File: src/rtl/core/ttru_pkg.sv
// Package for the trickle timer with rank update.
// Types, codes and fixed constants shared by the interfaces and the top level.
// No dependencies.
package ttru_pkg;

  localparam int unsigned CFG_IDX_W = 3;
  localparam int unsigned CFG_DAT_W = 32;
  localparam int unsigned RND_W     = 32;
  localparam int unsigned CNT_W     = 5;

  localparam logic [1:0] CMD_TICK = 2'd0;
  localparam logic [1:0] CMD_ADV  = 2'd1;
  localparam logic [1:0] CMD_SOL  = 2'd2;

  localparam logic [CFG_IDX_W-1:0] REG_MIN_INTERVAL = 3'd0;
  localparam logic [CFG_IDX_W-1:0] REG_DOUBLINGS    = 3'd1;
  localparam logic [CFG_IDX_W-1:0] REG_REDUNDANCY   = 3'd2;
  localparam logic [CFG_IDX_W-1:0] REG_ROOT_MODE    = 3'd3;
  localparam logic [CFG_IDX_W-1:0] REG_RANDOM_SEED  = 3'd4;

  localparam logic [15:0]      RANK_UNKNOWN  = 16'hFFFF;
  localparam logic [15:0]      ETX_MAX       = 16'hFFFF;
  localparam logic [15:0]      FLOAT_ETX     = 16'd10000;
  localparam logic [15:0]      MIN_INT_RST   = 16'd5;
  localparam logic [4:0]       MAX_DOUBLINGS = 5'd16;
  localparam logic [RND_W-1:0] LFSR_TAPS     = 32'h8020_0003;

  typedef enum logic [1:0] {
    ST_IDLE,
    ST_EXEC,
    ST_DIV,
    ST_RESP
  } state_e;

  typedef struct packed {
    logic [1:0]  cmd;
    logic [15:0] parent_rank;
    logic [15:0] parent_etx;
    logic [7:0]  parent_version;
    logic [15:0] source_id;
  } in_word_t;

  typedef struct packed {
    logic        send_advert;
    logic        reply_advert;
    logic        stop_solicit;
    logic [15:0] node_rank;
    logic [15:0] node_etx;
    logic [7:0]  node_version;
    logic        is_grounded;
    logic [15:0] parent_id;
    logic        timer_running;
  } out_word_t;

endpackage

File: src/rtl/core/ttru_if.sv
// Valid/ready channel interfaces for the trickle timer block.
// Depends on ttru_pkg for the word types.
interface ttru_in_if import ttru_pkg::*; ();
  logic     valid;
  logic     ready;
  in_word_t data;
  modport source (output valid, output data, input ready);
  modport sink   (input valid, input data, output ready);
endinterface

interface ttru_out_if import ttru_pkg::*; ();
  logic      valid;
  logic      ready;
  out_word_t data;
  modport source (output valid, output data, input ready);
  modport sink   (input valid, input data, output ready);
endinterface

interface ttru_cfg_if import ttru_pkg::*; ();
  logic                 valid;
  logic                 ready;
  logic [CFG_IDX_W-1:0] index;
  logic [CFG_DAT_W-1:0] data;
  modport source (output valid, output index, output data, input ready);
  modport sink   (input valid, input index, input data, output ready);
endinterface

File: src/rtl/core/trickle_timer_with_rank_update.sv
// Trickle timer with rank update: one word in, one result word out.
// Each accepted word passes the execute and response states; when a new fire
// point is drawn, the 32-step restoring remainder unit (one bit per cycle) runs between them.
// No new word is taken until the result of the last one is registered for output.
// Reset: async active low; config, identity, Trickle state and LFSR load
// their reset values at once, no clearing pass.
module trickle_timer_with_rank_update import ttru_pkg::*; #(
  parameter int unsigned TIMER_BITS = 32
) (
  input  logic        clk_i,
  input  logic        rst_ni,
  ttru_cfg_if.sink    cfg_i,
  ttru_in_if.sink     in_i,
  ttru_out_if.source  out_o
);

  localparam int unsigned TB = TIMER_BITS;
  localparam int unsigned WW = (TIMER_BITS > 32) ? TIMER_BITS : 32;
  localparam logic [CNT_W-1:0] LAST_STEP = CNT_W'(RND_W - 1);

  state_e state_q, state_d;

  // configuration
  logic [15:0]      min_int_q, min_int_d;
  logic [4:0]       dbl_cnt_q, dbl_cnt_d;
  logic [7:0]       red_q, red_d;
  logic             root_q, root_d;
  logic [RND_W-1:0] seed_q, seed_d;

  // trickle and identity state
  logic [TB-1:0]    int_q, int_d, fire_q, fire_d, elapsed_q, elapsed_d;
  logic [7:0]       cc_q, cc_d;
  logic             on_q, on_d, solicit_q, solicit_d, grounded_q, grounded_d;
  logic [15:0]      rank_q, rank_d, etx_q, etx_d, parent_q, parent_d;
  logic [7:0]       ver_q, ver_d;
  logic [RND_W-1:0] lfsr_q, lfsr_d;

  // item, flags, divider, output
  in_word_t         item_q, item_d;
  logic             send_q, send_d, reply_q, reply_d, stop_q, stop_d;
  logic [RND_W-1:0] div_q, div_d;
  logic [TB-1:0]    half_q, half_d, span_q, span_d, rem_q, rem_d;
  logic [CNT_W-1:0] cnt_q, cnt_d;
  out_word_t        out_q, out_d;
  logic             out_valid_q, out_valid_d;

  // combinational helpers
  logic [15:0]      min_eff;
  logic [4:0]       dbl_eff;
  logic [TB-1:0]    imin, imax, el_inc, dbl_sel, new_int, new_half;
  logic [WW-1:0]    top_ext;
  logic [TB:0]      dbl_wide, rem_shift, rem_sub;
  logic [RND_W-1:0] lfsr_nxt, seed_eff;
  logic             start, draw, better;
  logic [16:0]      p_rank_inc;

  always_comb begin
    min_eff  = (min_int_q == '0) ? 16'd1 : min_int_q;
    dbl_eff  = (dbl_cnt_q > MAX_DOUBLINGS) ? MAX_DOUBLINGS : dbl_cnt_q;
    imin     = TB'(min_eff);
    top_ext  = WW'(min_eff) << dbl_eff;
    imax     = (|(top_ext >> TB)) ? '1 : top_ext[TB-1:0];
    el_inc   = elapsed_q + TB'(1);
    dbl_wide = {int_q, 1'b0};
    dbl_sel  = (dbl_wide > {1'b0, imax}) ? imax : dbl_wide[TB-1:0];
    if (dbl_sel == '0) begin
      dbl_sel = imin;
    end
    lfsr_nxt   = lfsr_q[0] ? ((lfsr_q >> 1) ^ LFSR_TAPS) : (lfsr_q >> 1);
    seed_eff   = (cfg_i.data == '0) ? RND_W'(1) : cfg_i.data;
    p_rank_inc = {1'b0, item_q.parent_rank} + 17'd1;
    better     = (rank_q == RANK_UNKNOWN) || ({1'b0, rank_q} > p_rank_inc);
    // shared compare/subtract step of the remainder unit
    rem_shift  = {rem_q, div_q[RND_W-1]};
    rem_sub    = rem_shift - {1'b0, span_q};
  end

  always_comb begin
    state_d     = state_q;
    min_int_d   = min_int_q;
    dbl_cnt_d   = dbl_cnt_q;
    red_d       = red_q;
    root_d      = root_q;
    seed_d      = seed_q;
    int_d       = int_q;
    fire_d      = fire_q;
    elapsed_d   = elapsed_q;
    cc_d        = cc_q;
    on_d        = on_q;
    solicit_d   = solicit_q;
    grounded_d  = grounded_q;
    rank_d      = rank_q;
    etx_d       = etx_q;
    parent_d    = parent_q;
    ver_d       = ver_q;
    lfsr_d      = lfsr_q;
    item_d      = item_q;
    send_d      = send_q;
    reply_d     = reply_q;
    stop_d      = stop_q;
    div_d       = div_q;
    half_d      = half_q;
    span_d      = span_q;
    rem_d       = rem_q;
    cnt_d       = cnt_q;
    out_d       = out_q;
    out_valid_d = out_valid_q && !out_o.ready;
    start       = 1'b0;
    draw        = 1'b0;
    new_int     = int_q;
    new_half    = '0;

    unique case (state_q)
      ST_IDLE: begin
        if (cfg_i.valid) begin
          unique case (cfg_i.index)
            REG_MIN_INTERVAL: min_int_d = cfg_i.data[15:0];
            REG_DOUBLINGS:    dbl_cnt_d = cfg_i.data[4:0];
            REG_REDUNDANCY:   red_d     = cfg_i.data[7:0];
            REG_ROOT_MODE: begin
              root_d     = cfg_i.data[0];
              solicit_d  = !cfg_i.data[0];
              rank_d     = cfg_i.data[0] ? 16'd1 : RANK_UNKNOWN;
              etx_d      = cfg_i.data[0] ? 16'd0 : FLOAT_ETX;
              ver_d      = cfg_i.data[0] ? 8'd1 : 8'd0;
              grounded_d = cfg_i.data[0];
              parent_d   = '0;
            end
            REG_RANDOM_SEED: begin
              seed_d = cfg_i.data;
              lfsr_d = seed_eff;
            end
            default: ;
          endcase
        end
        if (in_i.valid) begin
          item_d  = in_i.data;
          state_d = ST_EXEC;
        end
      end

      ST_EXEC: begin
        send_d  = 1'b0;
        reply_d = 1'b0;
        stop_d  = 1'b0;
        unique case (item_q.cmd)
          CMD_TICK: begin
            if (on_q) begin
              elapsed_d = el_inc;
              if (el_inc == fire_q && cc_q < red_q) begin
                send_d = 1'b1;
              end
              if (el_inc >= int_q) begin
                int_d     = dbl_sel;
                new_int   = dbl_sel;
                elapsed_d = '0;
                cc_d      = '0;
                draw      = 1'b1;
              end
            end
          end
          CMD_ADV: begin
            if (!root_q) begin
              if (solicit_q) begin
                stop_d    = 1'b1;
                solicit_d = 1'b0;
              end
              if (better) begin
                rank_d     = p_rank_inc[16] ? RANK_UNKNOWN : p_rank_inc[15:0];
                etx_d      = (item_q.parent_etx == ETX_MAX) ? ETX_MAX
                                                            : item_q.parent_etx + 16'd1;
                ver_d      = item_q.parent_version;
                grounded_d = 1'b1;
                parent_d   = item_q.source_id;
                start      = 1'b1;
              end else if (cc_q != 8'hFF) begin
                cc_d = cc_q + 8'd1;
              end
            end
          end
          CMD_SOL: begin
            if (grounded_q) begin
              reply_d = 1'b1;
              start   = !on_q;
            end
          end
          default: ;
        endcase

        if (start) begin
          int_d     = imin;
          new_int   = imin;
          elapsed_d = '0;
          cc_d      = '0;
          on_d      = 1'b1;
          draw      = 1'b1;
        end

        if (draw) begin
          new_half = new_int >> 1;
          lfsr_d   = lfsr_nxt;
          div_d    = lfsr_nxt;
          half_d   = new_half;
          span_d   = (new_int == new_half) ? TB'(1) : new_int - new_half;
          rem_d    = '0;
          cnt_d    = '0;
          state_d  = ST_DIV;
        end else begin
          state_d = ST_RESP;
        end
      end

      ST_DIV: begin
        rem_d = rem_sub[TB] ? rem_shift[TB-1:0] : rem_sub[TB-1:0];
        div_d = div_q << 1;
        cnt_d = cnt_q + CNT_W'(1);
        if (cnt_q == LAST_STEP) begin
          fire_d  = half_q + TB'(1) + rem_d;
          cnt_d   = '0;
          state_d = ST_RESP;
        end
      end

      ST_RESP: begin
        if (!out_valid_q || out_o.ready) begin
          out_d.send_advert   = send_q;
          out_d.reply_advert  = reply_q;
          out_d.stop_solicit  = stop_q;
          out_d.node_rank     = rank_q;
          out_d.node_etx      = etx_q;
          out_d.node_version  = ver_q;
          out_d.is_grounded   = grounded_q;
          out_d.parent_id     = parent_q;
          out_d.timer_running = on_q;
          out_valid_d         = 1'b1;
          state_d             = ST_IDLE;
        end
      end

      default: state_d = ST_IDLE;
    endcase
  end

  always_ff @(posedge clk_i or negedge rst_ni) begin
    if (!rst_ni) begin
      state_q     <= ST_IDLE;
      min_int_q   <= MIN_INT_RST;
      dbl_cnt_q   <= MAX_DOUBLINGS;
      red_q       <= 8'd1;
      root_q      <= 1'b0;
      seed_q      <= RND_W'(1);
      int_q       <= '0;
      fire_q      <= '0;
      elapsed_q   <= '0;
      cc_q        <= '0;
      on_q        <= 1'b0;
      solicit_q   <= 1'b1;
      grounded_q  <= 1'b0;
      rank_q      <= RANK_UNKNOWN;
      etx_q       <= FLOAT_ETX;
      parent_q    <= '0;
      ver_q       <= '0;
      lfsr_q      <= RND_W'(1);
      send_q      <= 1'b0;
      reply_q     <= 1'b0;
      stop_q      <= 1'b0;
      rem_q       <= '0;
      span_q      <= TB'(1);
      cnt_q       <= '0;
      out_valid_q <= 1'b0;
    end else begin
      state_q     <= state_d;
      min_int_q   <= min_int_d;
      dbl_cnt_q   <= dbl_cnt_d;
      red_q       <= red_d;
      root_q      <= root_d;
      seed_q      <= seed_d;
      int_q       <= int_d;
      fire_q      <= fire_d;
      elapsed_q   <= elapsed_d;
      cc_q        <= cc_d;
      on_q        <= on_d;
      solicit_q   <= solicit_d;
      grounded_q  <= grounded_d;
      rank_q      <= rank_d;
      etx_q       <= etx_d;
      parent_q    <= parent_d;
      ver_q       <= ver_d;
      lfsr_q      <= lfsr_d;
      send_q      <= send_d;
      reply_q     <= reply_d;
      stop_q      <= stop_d;
      rem_q       <= rem_d;
      span_q      <= span_d;
      cnt_q       <= cnt_d;
      out_valid_q <= out_valid_d;
    end
  end

  // payload registers
  always_ff @(posedge clk_i) begin
    item_q <= item_d;
    div_q  <= div_d;
    half_q <= half_d;
    out_q  <= out_d;
  end

  assign in_i.ready  = (state_q == ST_IDLE);
  assign cfg_i.ready = (state_q == ST_IDLE);
  assign out_o.valid = out_valid_q;
  assign out_o.data  = out_q;

  // the remainder stays below the divisor during the divide
  a_rem_bound: assert property (@(posedge clk_i) disable iff (!rst_ni)
    (state_q == ST_DIV) |-> (rem_q < span_q))
    else $error("remainder not below divisor");

  // step counter only moves inside the divide
  a_cnt_idle: assert property (@(posedge clk_i) disable iff (!rst_ni)
    (state_q != ST_DIV) |-> (cnt_q == '0))
    else $error("divider step count left nonzero");

  // a running timer has a fire point inside (I/2, I]
  a_fire_range: assert property (@(posedge clk_i) disable iff (!rst_ni)
    (state_q == ST_IDLE && on_q) |->
      (int_q != '0 && fire_q <= int_q && fire_q > (int_q >> 1)))
    else $error("fire point outside interval");

endmodule

File: src/flat_wrapper.sv
// flat-port wrapper written by rule: the top's interface ports become plain ports
module trickle_timer_with_rank_update_flat import ttru_pkg::*;
#(
  parameter int unsigned TIMER_BITS = 32
)
  (clk_i, rst_ni, cfg_i_valid, cfg_i_index, cfg_i_data, cfg_i_ready, in_i_valid, in_i_data, in_i_ready, out_o_valid, out_o_data, out_o_ready);
  ttru_cfg_if cfg_i_i ();
  ttru_in_if in_i_i ();
  ttru_out_if out_o_i ();
  input  logic clk_i;
  input  logic rst_ni;
  input wire logic [$bits(cfg_i_i.valid)-1:0] cfg_i_valid;
  input wire logic [$bits(cfg_i_i.index)-1:0] cfg_i_index;
  input wire logic [$bits(cfg_i_i.data)-1:0] cfg_i_data;
  output wire logic [$bits(cfg_i_i.ready)-1:0] cfg_i_ready;
  input wire logic [$bits(in_i_i.valid)-1:0] in_i_valid;
  input wire logic [$bits(in_i_i.data)-1:0] in_i_data;
  output wire logic [$bits(in_i_i.ready)-1:0] in_i_ready;
  output wire logic [$bits(out_o_i.valid)-1:0] out_o_valid;
  output wire logic [$bits(out_o_i.data)-1:0] out_o_data;
  input wire logic [$bits(out_o_i.ready)-1:0] out_o_ready;
  assign cfg_i_i.valid = cfg_i_valid;
  assign cfg_i_i.index = cfg_i_index;
  assign cfg_i_i.data = cfg_i_data;
  assign cfg_i_ready = cfg_i_i.ready;
  assign in_i_i.valid = in_i_valid;
  assign in_i_i.data = in_i_data;
  assign in_i_ready = in_i_i.ready;
  assign out_o_valid = out_o_i.valid;
  assign out_o_data = out_o_i.data;
  assign out_o_i.ready = out_o_ready;
  trickle_timer_with_rank_update #(.TIMER_BITS(TIMER_BITS)) u_core (.clk_i(clk_i), .rst_ni(rst_ni), .cfg_i(cfg_i_i), .in_i(in_i_i), .out_o(out_o_i));
endmodule
File: config.mk
export PLATFORM = sky130hd
export DESIGN_NAME = trickle_timer_with_rank_update_flat
export DESIGN_NICKNAME = d
export VERILOG_FILES = /design/src/rtl/core/ttru_pkg.sv /design/src/rtl/core/ttru_if.sv /design/src/rtl/core/trickle_timer_with_rank_update.sv /design/src/flat_wrapper.sv
export SDC_FILE = /design/constraint.sdc
export NUM_CORES = 1
export LEC_CHECK = 0
export BUFFER_PORTS_ARGS = -buffer_cell sky130_fd_sc_hd__buf_2
export CAP_MARGIN = 20
export CORE_MARGIN = 5
export CORE_UTILIZATION = 56
export DETAILED_ROUTE_END_ITERATION = 6
export PLACE_DENSITY = 0.87
export SLEW_MARGIN = 30
export SYNTH_ARGS = -nofsm -noshare
export SYNTH_HDL_FRONTEND = slang
export SYNTH_SLANG_ARGS = --single-unit
File: constraint.sdc
create_clock -name clk_i -period 7.82 [get_ports clk_i]
set_clock_uncertainty 0.1 [all_clocks]
set_input_delay 1.564 -clock clk_i [delete_from_list [all_inputs] [get_ports clk_i]]
set_output_delay 1.564 -clock clk_i [all_outputs]
set_load 0.02 [all_outputs]
* Word level (Yosys, flattened, before mapping)
Cells that the tools add are included.
** Operators by class
- Add/subtract/negate cells :: 9
- Order comparisons :: 5
- Equality and inequality tests :: 30
- Shift operators :: 1
- Muxes and demuxes :: 99
- Bitwise gates (word level) :: 1
- Reductions and logical operators :: 35
** Operators with widths (number)
- 32-bit two-way mux :: 19
- 16-bit two-way mux :: 19
- 32-bit one-hot mux with 2 select lines :: 3
- 16-bit one-hot mux with 2 select lines :: 3
- 8-bit two-way mux :: 11
- 32-bit logical NOT :: 2
- 33-bit by 32-bit greater-than comparator with 1-bit output :: 1
- 33-bit by 32-bit subtractor with 33-bit output :: 1
- 31-bit by 1-bit adder with 32-bit output, second input constant :: 1
- 32-bit by 1-bit adder with 32-bit output, second input constant :: 1
- 32-bit adder :: 1
- 16-bit == test, second input constant :: 2
- 32-bit by 31-bit == test with 1-bit output :: 1
- 32-bit == test :: 1
- 32-bit greater-or-equal comparator :: 1
- 8-bit one-hot mux with 2 select lines :: 2
- 16-bit by 5-bit left shift with 32-bit output :: 1
- 32-bit by 31-bit subtractor with 32-bit output :: 1
- 1-bit two-way mux :: 30
- 3-bit AND reduction :: 6
- 16-bit by 1-bit adder with 17-bit output, second input constant :: 1
- 16-bit by 17-bit greater-than comparator with 1-bit output :: 1
- 16-bit by 1-bit adder with 16-bit output, second input constant :: 1
- 16-bit logical NOT :: 1
- 34 further kinds :: 69
** Storage, ports and cells
- Register bits :: 482
- Input bits :: 98

* Longest topological paths before layout
- Depth in word-level cells :: 14
- Depth in mapped cells :: 40

* Least setup slack after synthesis
No wires, ideal clock.
- Kind :: reg-to-reg
- From :: register u_core.elapsed_q[0]
- To :: register u_core.span_q[30]
- Library setup time :: 0.121 ns
- Arrival time :: 8.155 ns
- Data required time :: 7.599 ns
- Slack :: -0.556 ns
- Stages on the path, launching flop included :: 38
- Period minus slack after synthesis :: 8.376 ns
- Path through :: dfrtp_1 > ha_1 > and3_1 > and3_1 > and3_1 > clkbuf_1 > nand2_1 > nor2_1 > and3_1 > and3_1 > nand3_1 > nor2_1 > xnor2_1 > inv_1 > ha_1 > a2111oi_0 > o21ai_0 > a31o_2 > (+2 left out) > clkbuf_1 > clkbuf_1 > a21oi_1 > a22oi_1 > inv_1 > ha_1 > nor2b_1 > o21ai_0 > nand2b_1 > a21o_1 > a21o_1 > a221o_1 > a211o_1 > a21o_1 > a311oi_4 > o21ai_1 > xnor2_1 > a22o_1
** On the way
- Longest elaborated chain between the ends :: 9
** Ends and longest elaborated chain
- start: declaration :: line trickle_timer_with_rank_update.sv:31 : logic [TB-1:0] int_q, int_d, fire_q, fire_d, elapsed_q, elapsed_d;
- start signal: assignment :: line trickle_timer_with_rank_update.sv:280 : elapsed_q <= elapsed_d;
- 32-bit by 1-bit adder with 32-bit output (*) :: line trickle_timer_with_rank_update.sv:63 : el_inc = elapsed_q + TB'(1);
- 32-bit greater-or-equal comparator (*) :: line trickle_timer_with_rank_update.sv:153 : if (el_inc >= int_q) begin
- 32-bit two-way mux :: line trickle_timer_with_rank_update.sv:153
- 32-bit two-way mux :: line trickle_timer_with_rank_update.sv:148 : if (on_q) begin
- 32-bit two-way mux :: line trickle_timer_with_rank_update.sv:146 : unique case (item_q.cmd)
- 32-bit two-way mux :: line trickle_timer_with_rank_update.sv:190 : if (start) begin
- 32-bit two-way mux :: line trickle_timer_with_rank_update.sv:113 : unique case (state_q)
- 32-bit by 31-bit subtractor with 32-bit output / 32-bit by 31-bit == test with 1-bit output (equally long branches) :: line trickle_timer_with_rank_update.sv:204 : span_d = (new_int == new_half) ? TB'(1) : new_int - new_half;
- 32-bit two-way mux :: line trickle_timer_with_rank_update.sv:204
- end signal: assignment :: line trickle_timer_with_rank_update.sv:294 : span_q <= span_d;
- end: declaration :: line trickle_timer_with_rank_update.sv:42 : logic [TB-1:0] half_q, half_d, span_q, span_d, rem_q, rem_d;
Mark *: on every way between the ends. The rest lies on a longest branch, timed or not. The select of a mux whose other input is x is not followed.
A chain may end at the register's enable or synchronous reset.

* Worst setup path after layout
- From :: register u_core.span_q[0]
- To :: register u_core.fire_q[28]
** On the way
- Longest elaborated chain between the ends :: 3
** Ends and longest elaborated chain
- 33-bit by 32-bit subtractor with 33-bit output :: line trickle_timer_with_rank_update.sv:75 : rem_sub = rem_shift - {1'b0, span_q};
- 32-bit two-way mux :: line trickle_timer_with_rank_update.sv:214 : rem_d = rem_sub[TB] ? rem_shift[TB-1:0] : rem_sub[TB-1:0];
- 32-bit adder :: line trickle_timer_with_rank_update.sv:218 : fire_d = half_q + TB'(1) + rem_d;
- end signal: assignment :: line trickle_timer_with_rank_update.sv:279 : fire_q <= fire_d;
- end: declaration :: line trickle_timer_with_rank_update.sv:31
Every way passes these cells.

==> impl_metrics.toml <==
[status]
outcome = "finished, violations left"
failed_checks = "DRC, setup timing"

[clock_tree]
clock_latency_ns = 0.61
clkTransAtPathRegs_ns = 0.06
cts_root_buffer = "clkbuf_16"
cts_buffers = 50
clock_sinks = 482
cts-hold-fix-buffers = 0
cts_tree = "done"
htree_levels = 2
cts_buffer_depth = 3

[drt]
wl_per_cell_um = 21.8
drc = 5
drt_iter0_markers = 2479
num_vias = 25800
antenna_left = 0
routed_wl_mm = 89.7
vias_per_cell = 6.27
firstDrtPassIters = 7

[layout]
design_area_um2 = 35200
fillers = 3680
fin_nets = 3680
syn_to_final_growth_pct = 21.4
final_layout_size_suffix_gt1_share_pct = 25.0
stdcell_count = 4112

[timing]
max_clock_freq_mhz = 128
rsz0062_at_grt = "yes"
min_period_over_period_pct = 100
report.final.slew_viol_count = 0
fin_hold_ws_ns = 0.341
worst_pin_slew_ns = 0.982
fin_ws_ns = -0.0152
setup_tns_ns = -0.0152
setup_viol = 1
fin_crit_ns = 7.84
slew_headroom_pct = 34.5
hold_viol_final = 0

[floorplan]
die-area_um2 = 56500
die_x_um = 238
chipHeight_um = 238
start_util_pct = 56.6
rows = 83
core_um2 = 51300
ios = 162

[worst_setup_path]
arrival_ns = 8.20
start_kind = "register"
critPathKind = "register to register"
reg2reg_to = "u_core.fire_q[28]$_DFFE_PN0P_"
crit_end = "u_core.fire_q[28]$_DFFE_PN0P_"
rr_worst_depth = 40
cp_slowest_stage_delay_ns = 0.56
crit_start = "u_core.span_q[0]$_DFFE_PN1P_"
crit_fanout = 5
r2r_setup_slack_ns = -0.02
cpMostUsedCell = "o21ai_2"
r2r-start = "u_core.span_q[0]$_DFFE_PN1P_"
critPathRequiredTime_ns = 8.18
slowest_stage = "dfstp_2"
worst_setup_path_end_kind = "register"

[place]
place_area_um2 = 32400
hpwl_mm = 63.0
io_buffers = 161
place.gp.congestion = 1.04
placed_cells = 3945

[pwr]
clockPowerShare_pct = 13.7
p_comb_share_pct = 63.7
p_leak_uw = 0.0154
p_int_uw = 10200
powerDensity_nw_per_um2 = 518
power_frac_seq_pct = 22.6
power_uw = 18200
ir_drop_v = 0.000348
switchingPower_uw = 8050
p_sw_share_pct = 44.1

[yosys]
ys_ff_latch = 482
synthesis.area_um2 = 29000
netlist_instances = 2964
synth_cell_types = 89
avgSynthCellArea_um2 = 9.79
synth_fp_nets = 3260
seq_area_frac_synth_pct = 44.8
synth_warnings = 0
synthFlopType = "dfrtp_1"
synth-async-reset-ratio_pct = 62.2
synth_edf_count = 182

[global_routing]
grt_pass1_wl_mm = 136
grtUsageTotal_pct = 30.0
antenna_found_initial = 3
grt_pass1_vias = 24800
grt_remaining_overflow = 0
grt_max_degree = 147

[run]
maxCapViolations = 0

[worst_hold_path]
holdCritPathClass = "register to register"
hold_start = "u_core.parent_q[10]$_DFFE_PN0P_"
-- layer usage --
layer	global-route usage [%]	wire length (um)
met1	37.9	34500
met2	49.9	42500
met3	5.09	6890
met4	15.4	5890
met5	0	0
-- cells in the final DEF (no fill, tap or decap), types with 160 or more instances in the layout --
cell type,Yosys,routed
nand2_1,295,292
dfrtp_1,272,271
inv_1,191,188
ha_1,195,188
a21oi_1,180,170
buf_2,9,160
nor2_1,207,202
o21ai_0,239,224
edfxtp_1,182,182
buf_4,2,336
-- metrics by stage --
stage                     worst slack (ns)  utilization [%]
after floorplan                    -0.0289                -
after global placement              -0.432             63.1
after detailed placement            -0.761             63.1
after CTS                          0.00189             67.2
after global routing                -0.359             68.7
final                              -0.0152             68.7
-- critical path, delay by kind of cell, from the launching register on --
kind / cells / cell delay (ns)
DFF: 1 / 0.56
and+or+nand+nor: 6 / 0.69
adders and majority gates: 4 / 0.97
buffers and inverters: 3 / 0.35
xor gates and xnor gates: 1 / 0.16
AOI/OAI and AO/OA: 26 / 4.89
-- state kept, by name (all words and copies together) (netlist names), 2 cells and up --
signal	cells
u_core.cc_q	8
u_core.cnt_q	5
u_core.dbl_cnt_q	5
u_core.div_q	32
u_core.elapsed_q	32
u_core.etx_q	16
u_core.fire_q	32
u_core.half_q	31
u_core.int_q	32
u_core.item_q	58
u_core.lfsr_q	32
u_core.min_int_q	16
u_core.out_o.data	61
u_core.parent_q	16
u_core.rank_q	16
u_core.red_q	8
u_core.rem_q	32
u_core.span_q	32
u_core.state_q	2
u_core.ver_q	8
-- cells in the mapped netlist, types with 40 or more instances --
cell	n	area share, %
clkbuf_1	114	1.5
a211oi_1	49	1.3
a21oi_1	180	3.1
nand4_1	47	1.0
mux2i_1	44	1.5
edfxtp_1	182	19
mux2_2	90	3.5
nor2_1	207	2.7
dfrtp_1	272	23
o21ai_0	239	4.1
xnor2_1	79	2.4
nand3_1	64	1.1
inv_1	191	2.5
a21o_1	44	1.1
nand2_1	295	3.8
ha_1	195	8.4
xor2_1	82	2.5
nor3_1	40	0.69
-- timing repair --
| action | CTS | global route |
|---|---|---|
| pin swaps | 20 | 56 |
| buffers inserted | 37 | 30 |
| endpoints found under the setup margin | 24 | 44 |
| resized for setup | 36 | 103 |
| hold endpoints to repair | 0 | 0 |
-- logic make-up (layout without fill, tap and decap cells) --
family,Yosys count,count (layout),synth area share [%]
mux,147,147,5.94
other cells,0,6,0
compound gates,802,802,17.8
fa+ha+maj,198,198,8.61
flops,482,482,44.8
buf+inv,328,790,4.31
simple gates,846,846,13.7
xor+xnor,161,161,4.86
-- worst min-delay path by stage --
stage	depth (start not counted)	endpoint
6_report	0	u_core.out_o.data[11]$_DFFE_PP_
5_1_grt	0	u_core.out_o.data[9]$_DFFE_PP_
4_1_cts	0	u_core.out_o.data[11]$_DFFE_PP_
3_5_place_dp	0	u_core.out_o.data[9]$_DFFE_PP_
3_3_place_gp	0	u_core.out_o.data[29]$_DFFE_PP_
2_1_floorplan	0	u_core.out_o.data[26]$_DFFE_PP_
-- power by group through the flow --
stage          Clock [uW]  Sequential (uW)  Combinational, uW
5_1_grt              2620             4180              12400
2_1_floorplan           0             4040               6570
3_5_place_dp            0             4120              10200
3_3_place_gp            0             4080               9980
4_1_cts              2500             4080              10700
6_report             2490             4120              11600
-- cell type report --
type,count,area (um^2),area share (%)
clock inverters,25,269,0.763
multi-input cells,2154,15500,44.0
inverters,193,724,2.06
diodes,6,15.0,0.0426
flip-flops and latches,482,13000,36.9
clock buffers,69,1440,4.08
well taps,680,851,2.41
repair buffers,503,3430,9.72
Note: power is estimated with default switching activity, not from simulation.
